### src/hdl/mfd_pkg.sv
// shared constants, event struct and label tables for the meter frame decoder
// no dependencies

package mfd_pkg;

  localparam int LABEL_MAX_DEF  = 8;
  localparam int DATA_MAX_DEF   = 12;
  localparam int MAX_GROUPS_DEF = 16;

  localparam int BYTE_W  = 8;
  localparam int VALUE_W = 32;
  localparam int SLOTS   = 4;
  localparam int IDX_W   = 5;

  localparam logic [BYTE_W-1:0] CH_STX   = 8'h02;
  localparam logic [BYTE_W-1:0] CH_ETX   = 8'h03;
  localparam logic [BYTE_W-1:0] CH_LF    = 8'h0A;
  localparam logic [BYTE_W-1:0] CH_CR    = 8'h0D;
  localparam logic [BYTE_W-1:0] CH_SP    = 8'h20;
  localparam logic [BYTE_W-1:0] CH_ZERO  = 8'h30;
  localparam logic [BYTE_W-1:0] CH_NINE  = 8'h39;
  localparam logic [BYTE_W-1:0] SUM_INIT = 8'h20;
  localparam logic [BYTE_W-1:0] SUM_MASK = 8'h3F;

  // value slots
  localparam int SLOT_PAPP  = 0;
  localparam int SLOT_IINST = 1;
  localparam int SLOT_HCHC  = 2;
  localparam int SLOT_HCHP  = 3;

  typedef struct packed {
    logic               frame_open;  // first lf after stx
    logic               group_good;  // group closed with a good checksum
    logic [SLOTS-1:0]   slot_hit;    // which tracked label the group carried
    logic               frame_end;   // good etx
    logic               cksum_err;   // group closed with a bad checksum
    logic [VALUE_W-1:0] value;       // decimal value of the group
  } mfd_event_t;

  function automatic logic [IDX_W-1:0] name_len(input logic [1:0] slot);
    logic [IDX_W-1:0] len;
    case (slot)
      2'd1:    len = 5'd5;
      default: len = 5'd4;
    endcase
    return len;
  endfunction

  function automatic logic [BYTE_W-1:0] name_byte(input logic [1:0] slot,
                                                  input logic [IDX_W-1:0] idx);
    logic [BYTE_W-1:0] ch;
    ch = 8'h00;
    case (slot)
      2'd0: begin  // PAPP
        case (idx)
          5'd0:    ch = "P";
          5'd1:    ch = "A";
          5'd2:    ch = "P";
          5'd3:    ch = "P";
          default: ch = 8'h00;
        endcase
      end
      2'd1: begin  // IINST
        case (idx)
          5'd0:    ch = "I";
          5'd1:    ch = "I";
          5'd2:    ch = "N";
          5'd3:    ch = "S";
          5'd4:    ch = "T";
          default: ch = 8'h00;
        endcase
      end
      2'd2: begin  // HCHC
        case (idx)
          5'd0:    ch = "H";
          5'd1:    ch = "C";
          5'd2:    ch = "H";
          5'd3:    ch = "C";
          default: ch = 8'h00;
        endcase
      end
      default: begin  // HCHP
        case (idx)
          5'd0:    ch = "H";
          5'd1:    ch = "C";
          5'd2:    ch = "H";
          5'd3:    ch = "P";
          default: ch = 8'h00;
        endcase
      end
    endcase
    return ch;
  endfunction

endpackage

### src/hdl/mfd_parser.sv
// frame grammar tracker: phase, label match, data value, checksum, group count
// depends on mfd_pkg

module mfd_parser #(
  parameter int LABEL_MAX  = mfd_pkg::LABEL_MAX_DEF,
  parameter int DATA_MAX   = mfd_pkg::DATA_MAX_DEF,
  parameter int MAX_GROUPS = mfd_pkg::MAX_GROUPS_DEF
) (
  input  logic                        clk,
  input  logic                        rst,
  input  logic                        step,
  input  logic [mfd_pkg::BYTE_W-1:0]  byte_in,
  output mfd_pkg::mfd_event_t         evt
);
  import mfd_pkg::*;

  localparam int LCW = $clog2(LABEL_MAX + 1);
  localparam int DCW = $clog2(DATA_MAX + 1);
  localparam int GCW = $clog2(MAX_GROUPS + 1);

  typedef enum logic [5:0] {
    PH_WAIT_STX = 6'b000001,
    PH_WAIT_LF  = 6'b000010,
    PH_LABEL    = 6'b000100,
    PH_DATA     = 6'b001000,
    PH_CKSUM    = 6'b010000,
    PH_AFTER    = 6'b100000
  } phase_t;

  phase_t               phase, phase_next;
  logic [LCW-1:0]       label_count, label_count_next;
  logic [DCW-1:0]       data_count, data_count_next;
  logic [BYTE_W-1:0]    running_sum, running_sum_next;
  logic [VALUE_W-1:0]   data_value, data_value_next;
  logic                 digits_ended, digits_ended_next;
  logic [BYTE_W-1:0]    received_checksum, received_checksum_next;
  logic                 checksum_seen, checksum_seen_next;
  logic [GCW-1:0]       group_count, group_count_next;
  logic [SLOTS-1:0]     prefix_ok, prefix_ok_next;
  logic [SLOTS-1:0]     label_hit, label_hit_next;
  logic [SLOTS-1:0]     byte_hit;
  logic [SLOTS-1:0]     full_hit;
  logic [BYTE_W-1:0]    expect_sum;
  logic                 error;

  // per-label prefix compare for the byte at the current label position
  always_comb begin
    for (int k = 0; k < SLOTS; k++) begin
      byte_hit[k] = (IDX_W'(label_count) < name_len(2'(k))) &&
                    (byte_in == name_byte(2'(k), IDX_W'(label_count)));
      full_hit[k] = prefix_ok[k] && (IDX_W'(label_count) == name_len(2'(k)));
    end
  end

  assign expect_sum = (running_sum & SUM_MASK) + SUM_INIT;

  always_comb begin
    phase_next             = phase;
    label_count_next       = label_count;
    data_count_next        = data_count;
    running_sum_next       = running_sum;
    data_value_next        = data_value;
    digits_ended_next      = digits_ended;
    received_checksum_next = received_checksum;
    checksum_seen_next     = checksum_seen;
    group_count_next       = group_count;
    prefix_ok_next         = prefix_ok;
    label_hit_next         = label_hit;
    error                  = 1'b0;
    evt                    = '0;
    evt.value              = data_value;
    evt.slot_hit           = label_hit;

    case (phase)
      PH_WAIT_STX: begin
        if (byte_in == CH_STX) phase_next = PH_WAIT_LF;
      end
      PH_WAIT_LF: begin
        if (byte_in == CH_LF) begin
          evt.frame_open    = 1'b1;
          group_count_next  = '0;
          label_count_next  = '0;
          running_sum_next  = SUM_INIT;
          prefix_ok_next    = '1;
          phase_next        = PH_LABEL;
        end
      end
      PH_LABEL: begin
        if (byte_in == CH_SP) begin
          label_hit_next    = full_hit;
          data_count_next   = '0;
          data_value_next   = '0;
          digits_ended_next = 1'b0;
          phase_next        = PH_DATA;
        end else if (label_count < LCW'(LABEL_MAX)) begin
          label_count_next = label_count + 1'b1;
          running_sum_next = running_sum + byte_in;
          prefix_ok_next   = prefix_ok & byte_hit;
        end else begin
          error = 1'b1;
        end
      end
      PH_DATA: begin
        if (byte_in == CH_SP) begin
          checksum_seen_next = 1'b0;
          phase_next         = PH_CKSUM;
        end else if (data_count < DCW'(DATA_MAX)) begin
          data_count_next  = data_count + 1'b1;
          running_sum_next = running_sum + byte_in;
          if (!digits_ended && byte_in >= CH_ZERO && byte_in <= CH_NINE) begin
            // value * 10 + digit, wraps at 32 bits
            data_value_next = (data_value << 3) + (data_value << 1) +
                              VALUE_W'(byte_in - CH_ZERO);
          end else begin
            digits_ended_next = 1'b1;
          end
        end else begin
          error = 1'b1;
        end
      end
      PH_CKSUM: begin
        if (!checksum_seen) begin
          received_checksum_next = byte_in;
          checksum_seen_next     = 1'b1;
        end else if (byte_in == CH_CR) begin
          checksum_seen_next = 1'b0;
          if (expect_sum != received_checksum) begin
            evt.cksum_err = 1'b1;
            phase_next    = PH_AFTER;
          end else if (group_count >= GCW'(MAX_GROUPS)) begin
            error = 1'b1;
          end else begin
            evt.group_good   = 1'b1;
            group_count_next = group_count + 1'b1;
            phase_next       = PH_AFTER;
          end
        end else begin
          error = 1'b1;
        end
      end
      PH_AFTER: begin
        if (byte_in == CH_LF) begin
          label_count_next = '0;
          running_sum_next = SUM_INIT;
          prefix_ok_next   = '1;
          phase_next       = PH_LABEL;
        end else if (byte_in == CH_ETX) begin
          evt.frame_end = 1'b1;
          phase_next    = PH_WAIT_STX;
        end else begin
          error = 1'b1;
        end
      end
      default: error = 1'b1;
    endcase

    if (error) begin
      checksum_seen_next = 1'b0;
      phase_next         = PH_WAIT_STX;
    end

    if (!step) evt = '0;
  end

  always_ff @(posedge clk) begin
    if (rst) begin
      phase             <= PH_WAIT_STX;
      label_count       <= '0;
      data_count        <= '0;
      running_sum       <= SUM_INIT;
      data_value        <= '0;
      digits_ended      <= 1'b0;
      received_checksum <= '0;
      checksum_seen     <= 1'b0;
      group_count       <= '0;
      prefix_ok         <= '0;
      label_hit         <= '0;
    end else if (step) begin
      phase             <= phase_next;
      label_count       <= label_count_next;
      data_count        <= data_count_next;
      running_sum       <= running_sum_next;
      data_value        <= data_value_next;
      digits_ended      <= digits_ended_next;
      received_checksum <= received_checksum_next;
      checksum_seen     <= checksum_seen_next;
      group_count       <= group_count_next;
      prefix_ok         <= prefix_ok_next;
      label_hit         <= label_hit_next;
    end
  end

endmodule

### src/hdl/mfd_value_store.sv
// per-frame staging and committed copies of the four tracked values
// depends on mfd_pkg

module mfd_value_store (
  input  logic                        clk,
  input  logic                        rst,
  input  mfd_pkg::mfd_event_t         evt,
  output logic [mfd_pkg::VALUE_W-1:0] committed [mfd_pkg::SLOTS]
);
  import mfd_pkg::*;

  logic [VALUE_W-1:0] staged [SLOTS];
  logic [SLOTS-1:0]   staged_seen;

  always_ff @(posedge clk) begin
    for (int k = 0; k < SLOTS; k++) begin
      if (evt.group_good && evt.slot_hit[k]) staged[k] <= evt.value;
    end
  end

  always_ff @(posedge clk) begin
    if (rst) begin
      staged_seen <= '0;
      for (int k = 0; k < SLOTS; k++) committed[k] <= '1;
    end else begin
      if (evt.frame_open) begin
        staged_seen <= '0;
      end else if (evt.group_good) begin
        staged_seen <= staged_seen | evt.slot_hit;
      end
      if (evt.frame_end) begin
        for (int k = 0; k < SLOTS; k++) begin
          if (staged_seen[k]) committed[k] <= staged[k];
        end
      end
    end
  end

endmodule

### src/hdl/meter_frame_decoder_core.sv
// top level of the meter frame decoder: input register, parser, value store,
// result register; depends on mfd_pkg, mfd_parser, mfd_value_store

// Byte-serial decoder for electricity meter information frames. One byte is
// taken per transfer on the input channel and exactly one result transfer
// follows for every byte. Throughput is one byte per clock cycle; each byte
// passes first through the input register and then through the result
// register (one input register, one result register). All parsing is done
// in the single stage between them, so the only thing that slows the block
// down is out_stall, which backs up through the input register into
// in_stall. The four value outputs show the committed PAPP, IINST, HCHC and
// HCHP values as they stand after the byte of the current result; they read
// all ones until a well-formed frame carrying that label has closed. No
// clearing pass is needed after reset.

module meter_frame_decoder_core #(
  parameter int LABEL_MAX  = mfd_pkg::LABEL_MAX_DEF,
  parameter int DATA_MAX   = mfd_pkg::DATA_MAX_DEF,
  parameter int MAX_GROUPS = mfd_pkg::MAX_GROUPS_DEF
) (
  input  logic                        clk,
  input  logic                        rst,
  // input channel
  input  logic                        in_valid,
  output logic                        in_stall,
  input  logic [mfd_pkg::BYTE_W-1:0]  rx_byte,
  // result channel
  output logic                        out_valid,
  input  logic                        out_stall,
  output logic                        frame_valid,
  output logic [mfd_pkg::VALUE_W-1:0] apparent_power,
  output logic [mfd_pkg::VALUE_W-1:0] instant_current,
  output logic [mfd_pkg::VALUE_W-1:0] offpeak_index,
  output logic [mfd_pkg::VALUE_W-1:0] peak_index,
  output logic                        checksum_error
);
  import mfd_pkg::*;

  // input register
  logic                 in_q_valid;
  logic [BYTE_W-1:0]    byte_q;

  // stage control
  logic                 out_free;
  logic                 step;
  logic                 in_take;

  mfd_event_t           evt;
  logic [VALUE_W-1:0]   committed [SLOTS];

  // the result register can load when it is empty or its content leaves now
  assign out_free = !out_valid || !out_stall;
  // a byte is parsed when it sits in the input register and the result
  // register can take its result
  assign step     = in_q_valid && out_free;
  // stall upstream only while a parsed byte cannot move on
  assign in_stall = in_q_valid && !out_free;
  assign in_take  = in_valid && !in_stall;

  always_ff @(posedge clk) begin
    if (in_take) byte_q <= rx_byte;
  end

  always_ff @(posedge clk) begin
    if (rst) begin
      in_q_valid <= 1'b0;
    end else if (in_take) begin
      in_q_valid <= 1'b1;
    end else if (step) begin
      in_q_valid <= 1'b0;
    end
  end

  // grammar, checksum and decimal value tracking
  mfd_parser #(
    .LABEL_MAX  (LABEL_MAX),
    .DATA_MAX   (DATA_MAX),
    .MAX_GROUPS (MAX_GROUPS)
  ) u_parser (
    .clk     (clk),
    .rst     (rst),
    .step    (step),
    .byte_in (byte_q),
    .evt     (evt)
  );

  // staged values per frame, committed on a good etx; the committed copies
  // change only on a step, together with the result register, so they hold
  // still while a result is stalled
  mfd_value_store u_store (
    .clk       (clk),
    .rst       (rst),
    .evt       (evt),
    .committed (committed)
  );

  // result register
  always_ff @(posedge clk) begin
    if (rst) begin
      out_valid      <= 1'b0;
      frame_valid    <= 1'b0;
      checksum_error <= 1'b0;
    end else if (step) begin
      out_valid      <= 1'b1;
      frame_valid    <= evt.frame_end;
      checksum_error <= evt.cksum_err;
    end else if (!out_stall) begin
      out_valid <= 1'b0;
    end
  end

  assign apparent_power  = committed[SLOT_PAPP];
  assign instant_current = committed[SLOT_IINST];
  assign offpeak_index   = committed[SLOT_HCHC];
  assign peak_index      = committed[SLOT_HCHP];

endmodule

### config.mk
export PLATFORM = sky130hd
export DESIGN_NAME = meter_frame_decoder_core
export DESIGN_NICKNAME = d
export VERILOG_FILES = /design/src/hdl/mfd_pkg.sv /design/src/hdl/mfd_parser.sv /design/src/hdl/mfd_value_store.sv /design/src/hdl/meter_frame_decoder_core.sv
export SDC_FILE = /design/constraint.sdc
export NUM_CORES = 1
export LEC_CHECK = 0
export BUFFER_PORTS_ARGS = -buffer_cell sky130_fd_sc_hd__buf_2
export CAP_MARGIN = 10
export CORE_ASPECT_RATIO = 1.75
export CORE_MARGIN = 2
export CORE_UTILIZATION = 45
export CTS_CLUSTER_DIAMETER = 30
export DETAILED_ROUTE_END_ITERATION = 12
export PLACE_DENSITY = 0.67
export SLEW_MARGIN = 20
export SYNTH_ARGS = -nofsm -noshare
export SYNTH_HDL_FRONTEND = slang
export SYNTH_SLANG_ARGS = --single-unit
### constraint.sdc
create_clock -name clk -period 6.58 [get_ports clk]
set_clock_uncertainty 0.15 [all_clocks]
set_input_delay 0.987 -clock clk [delete_from_list [all_inputs] [get_ports clk]]
set_output_delay 0.987 -clock clk [all_outputs]
set_load 0.05 [all_outputs]
==> flow_summary.yaml <==
worst_setup_path:
  critPathKind: "flip-flop to flip-flop"
  r2r_cells: 12
  arrival_ns: 5.27
  crit_fanout: 16
  critPathCaptureType: "flip-flop"
  crit_start: "byte_q[4]"
  start_kind: "flip-flop"
  required_ns: 6.89
  r2r-start: "byte_q[4]"
worst_hold_path:
  holdPathStages: 2
  holdCritStartpoint: "u_parser.data_value[31]"
  hp-class: "flip-flop to flip-flop"
synth:
  syn_area_per_cell_um2: 11.10
  synthArstFlopShare_pct: 0
  yosys_register_bits: 347
  synth.distinct_cells: 75
  synth_area_um2: 15420
  yosys_warnings: 0
  synth_edf_count: 136
  ys_seq_area_share_pct: 53.87
  yosys_most_used_dff: "dfxtp_1"
  syn_nets: 1478
  synth_area_leader_cell: "dfxtp_1"
  synth.area.top_cells: "dfxtp_1 27%, edfxtp_1 26%, a211o_1 7.3%"
  synthCells: 1389
  synth_top_cell_area_share_pct: 27.39
clock_tree:
  clockRootBuffer: "clkbuf_16"
  clock_sinks: 347
  clockBufferDepth: 3
  clk_latency_ns: 0.56
  cts_hold_buf: 0
  htreeDepth: 2
  ctsResizeCount: 0
  post_cts_buffers: 0
  cts_tree: "done"
  clk_pin_slew_worst_paths_ns: 0.06
  cts_buffers: 45
place:
  io_buffers: 143
  place.gp.congestion: 0.8846
  place.detailed.hpwl_um: 25970
drt:
  ant_nets: 0
  vias: 11304
  drt-wirelength-per-cell_um: 19.34
  via_per_inst: 5.692
  wl_um: 38420
  firstDrtPassIters: 6
  drtIter0Drc: 716
  drc: 0
final_layout:
  nets: 1583
  antenna_cells: 0
  multi_input_area_um2: 6556
  area_growth_pct: 16.49
  fill_cells: 2981
  regArea_um2: 8309
  drive_above_1_share_pct: 17.11
grt:
  antenna_found_initial: 0
  grt_use_total_pct: 21.42
  grt_pass1_vias: 11108
  grt-ovfl-total: 0
  grt_max_degree: 124
  grt_pass1_wl_um: 60230
sta:
  drv_slew: 0
  finalCriticalPeriod_ns: 4.954
  hold_viol_final: 0
  slew_headroom_pct: 25.95
  max_freq_mhz: 201.9
  min_period_over_period_pct: 75.29
  rsz0062_at_grt: "false"
  hold_ws_ns: 0.2952
  setup_viol: 0
  worst_pin_slew_ns: 1.108
  finalSetupTns_ns: 0
power_and_ir_drop:
  powerDensity_nw_per_um2: 267.5
  ir_drop_uv: 210.3
  p_leak_nw: 6.908
floorplan:
  coreArea_um2: 33740
  fp.dieW_um: 143.9
  rows: 89
  die-area_um2: 35820
  start_util_pct: 45.70
  dieHeight_um: 248.9
  top_level_ports: 144
outcome:
  status: "complete, no violations"
job:
  max_cap_violations: 0
power by group:
part / switching [mW] / internal, mW / total (mW)
Sequential: 0.0138 / 2.22 / 2.24
Clock: 1.01 / 1.43 / 2.45
Combinational: 0.0819 / 0.0404 / 0.122
registers in the layout, indices dropped and copies added (netlist names):
| signal | flops |
|---|---|
| u_parser.running_sum | 6 |
| out_valid | 1 |
| u_parser.checksum_seen | 1 |
| checksum_error | 1 |
| u_parser.data_count | 4 |
| u_store.staged | 128 |
| byte_q | 8 |
| frame_valid | 1 |
| u_parser.digits_ended | 1 |
| u_parser.label_count | 4 |
| u_parser.label_hit | 4 |
| u_store.committed | 128 |
| u_parser.phase | 6 |
| u_parser.data_value | 32 |
| u_parser.received_checksum | 8 |
| in_q_valid | 1 |
| u_store.staged_seen | 4 |
| u_parser.prefix_ok | 4 |
| u_parser.group_count | 5 |
Yosys cell counts (23+ instances only):
library cell,n
xnor2_1,23
and3_1,163
dfxtp_1,211
inv_1,42
a211o_1,129
nand2_1,63
nor2_1,91
nor3_1,24
clkbuf_1,70
buf_2,25
nand3_1,33
xor2_1,24
edfxtp_1,136
a21oi_1,64
fa_1,30
o21ai_0,27
ha_1,47
path summary, 6_finish.rpt:
path | to | slack (ns)
worst max-delay path | u_parser.data_value[28] | 1.63
worst min register to register | u_parser.data_value[31] | 0.30
worst min-delay path | u_parser.data_value[31] | 0.30
worst max register to register | u_parser.data_value[28] | 1.63
critical path: stages (launching register included):
cell      delay [ns]
edfxtp_1        0.57
ha_1            0.35
nor3_2          0.78
buf_4           0.43
fa_1            0.47
ha_1            0.37
o21a_1          0.20
o21ai_0         0.28
o211ai_1        0.15
a21oi_1         0.53
nor3_1          0.14
o31a_1          0.26
o31ai_1         0.17
stage by stage:
stage          power (mW)  setup WS (ns)  util (%)  instance area, um^2  instances
6_report            4.805          1.626     53.24                17960       1986
5_1_grt             4.944          1.355     53.24                17960       1986
4_1_cts             4.844          1.691     53.24                17960       1986
3_5_place_dp        2.404          1.690     48.68                16430       1902
3_3_place_gp        2.401          1.828     48.68                16430       1902
2_1_floorplan       2.372         0.8124         -                15420       1389
cells in the final DEF (no fill, tap or decap), types with 27 or more instances in the layout:
cell / count
a211o_1: 129
a21oi_1: 64
and3_1: 163
buf_2: 142
clkbuf_16: 46
dfxtp_1: 210
edfxtp_1: 136
fa_1: 30
ha_1: 47
inv_1: 42
nand2_1: 63
nand3_1: 33
nor2_1: 87
o21ai_0: 27
layer usage:
metal  routed length, um  share of wire [%]  track usage, %  vias up
met3                1711                4.5           3.133       86
met4                1369                3.6           8.515        0
met2               20450                 53           39.09      318
met5                   0                  0               0        -
li1                    -                  -               -     5345
met1               14890                 39           24.72     5555
final cells by class:
cell class	count	share of cell area [%]
multi-input combinational	900	36.50
clock buffer	54	6.687
tap	455	3.169
clock inverter	30	1.867
timing repair buffer	158	4.646
inverter	42	0.8776
sequential	347	46.26
cell families (layout without fill, tap and decap cells):
| family | count (synthesis) | in the layout | share of synthesized area [%] |
|---|---|---|---|
| compound gates | 330 | 330 | 15.85 |
| xor+xnor | 47 | 47 | 2.669 |
| fa+ha+maj | 77 | 77 | 7.708 |
| flops | 347 | 347 | 53.87 |
| simple gates | 433 | 433 | 15.25 |
| buf+inv | 142 | 284 | 3.805 |
| mux | 13 | 13 | 0.8438 |
Power figures use the tool's default switching activity.
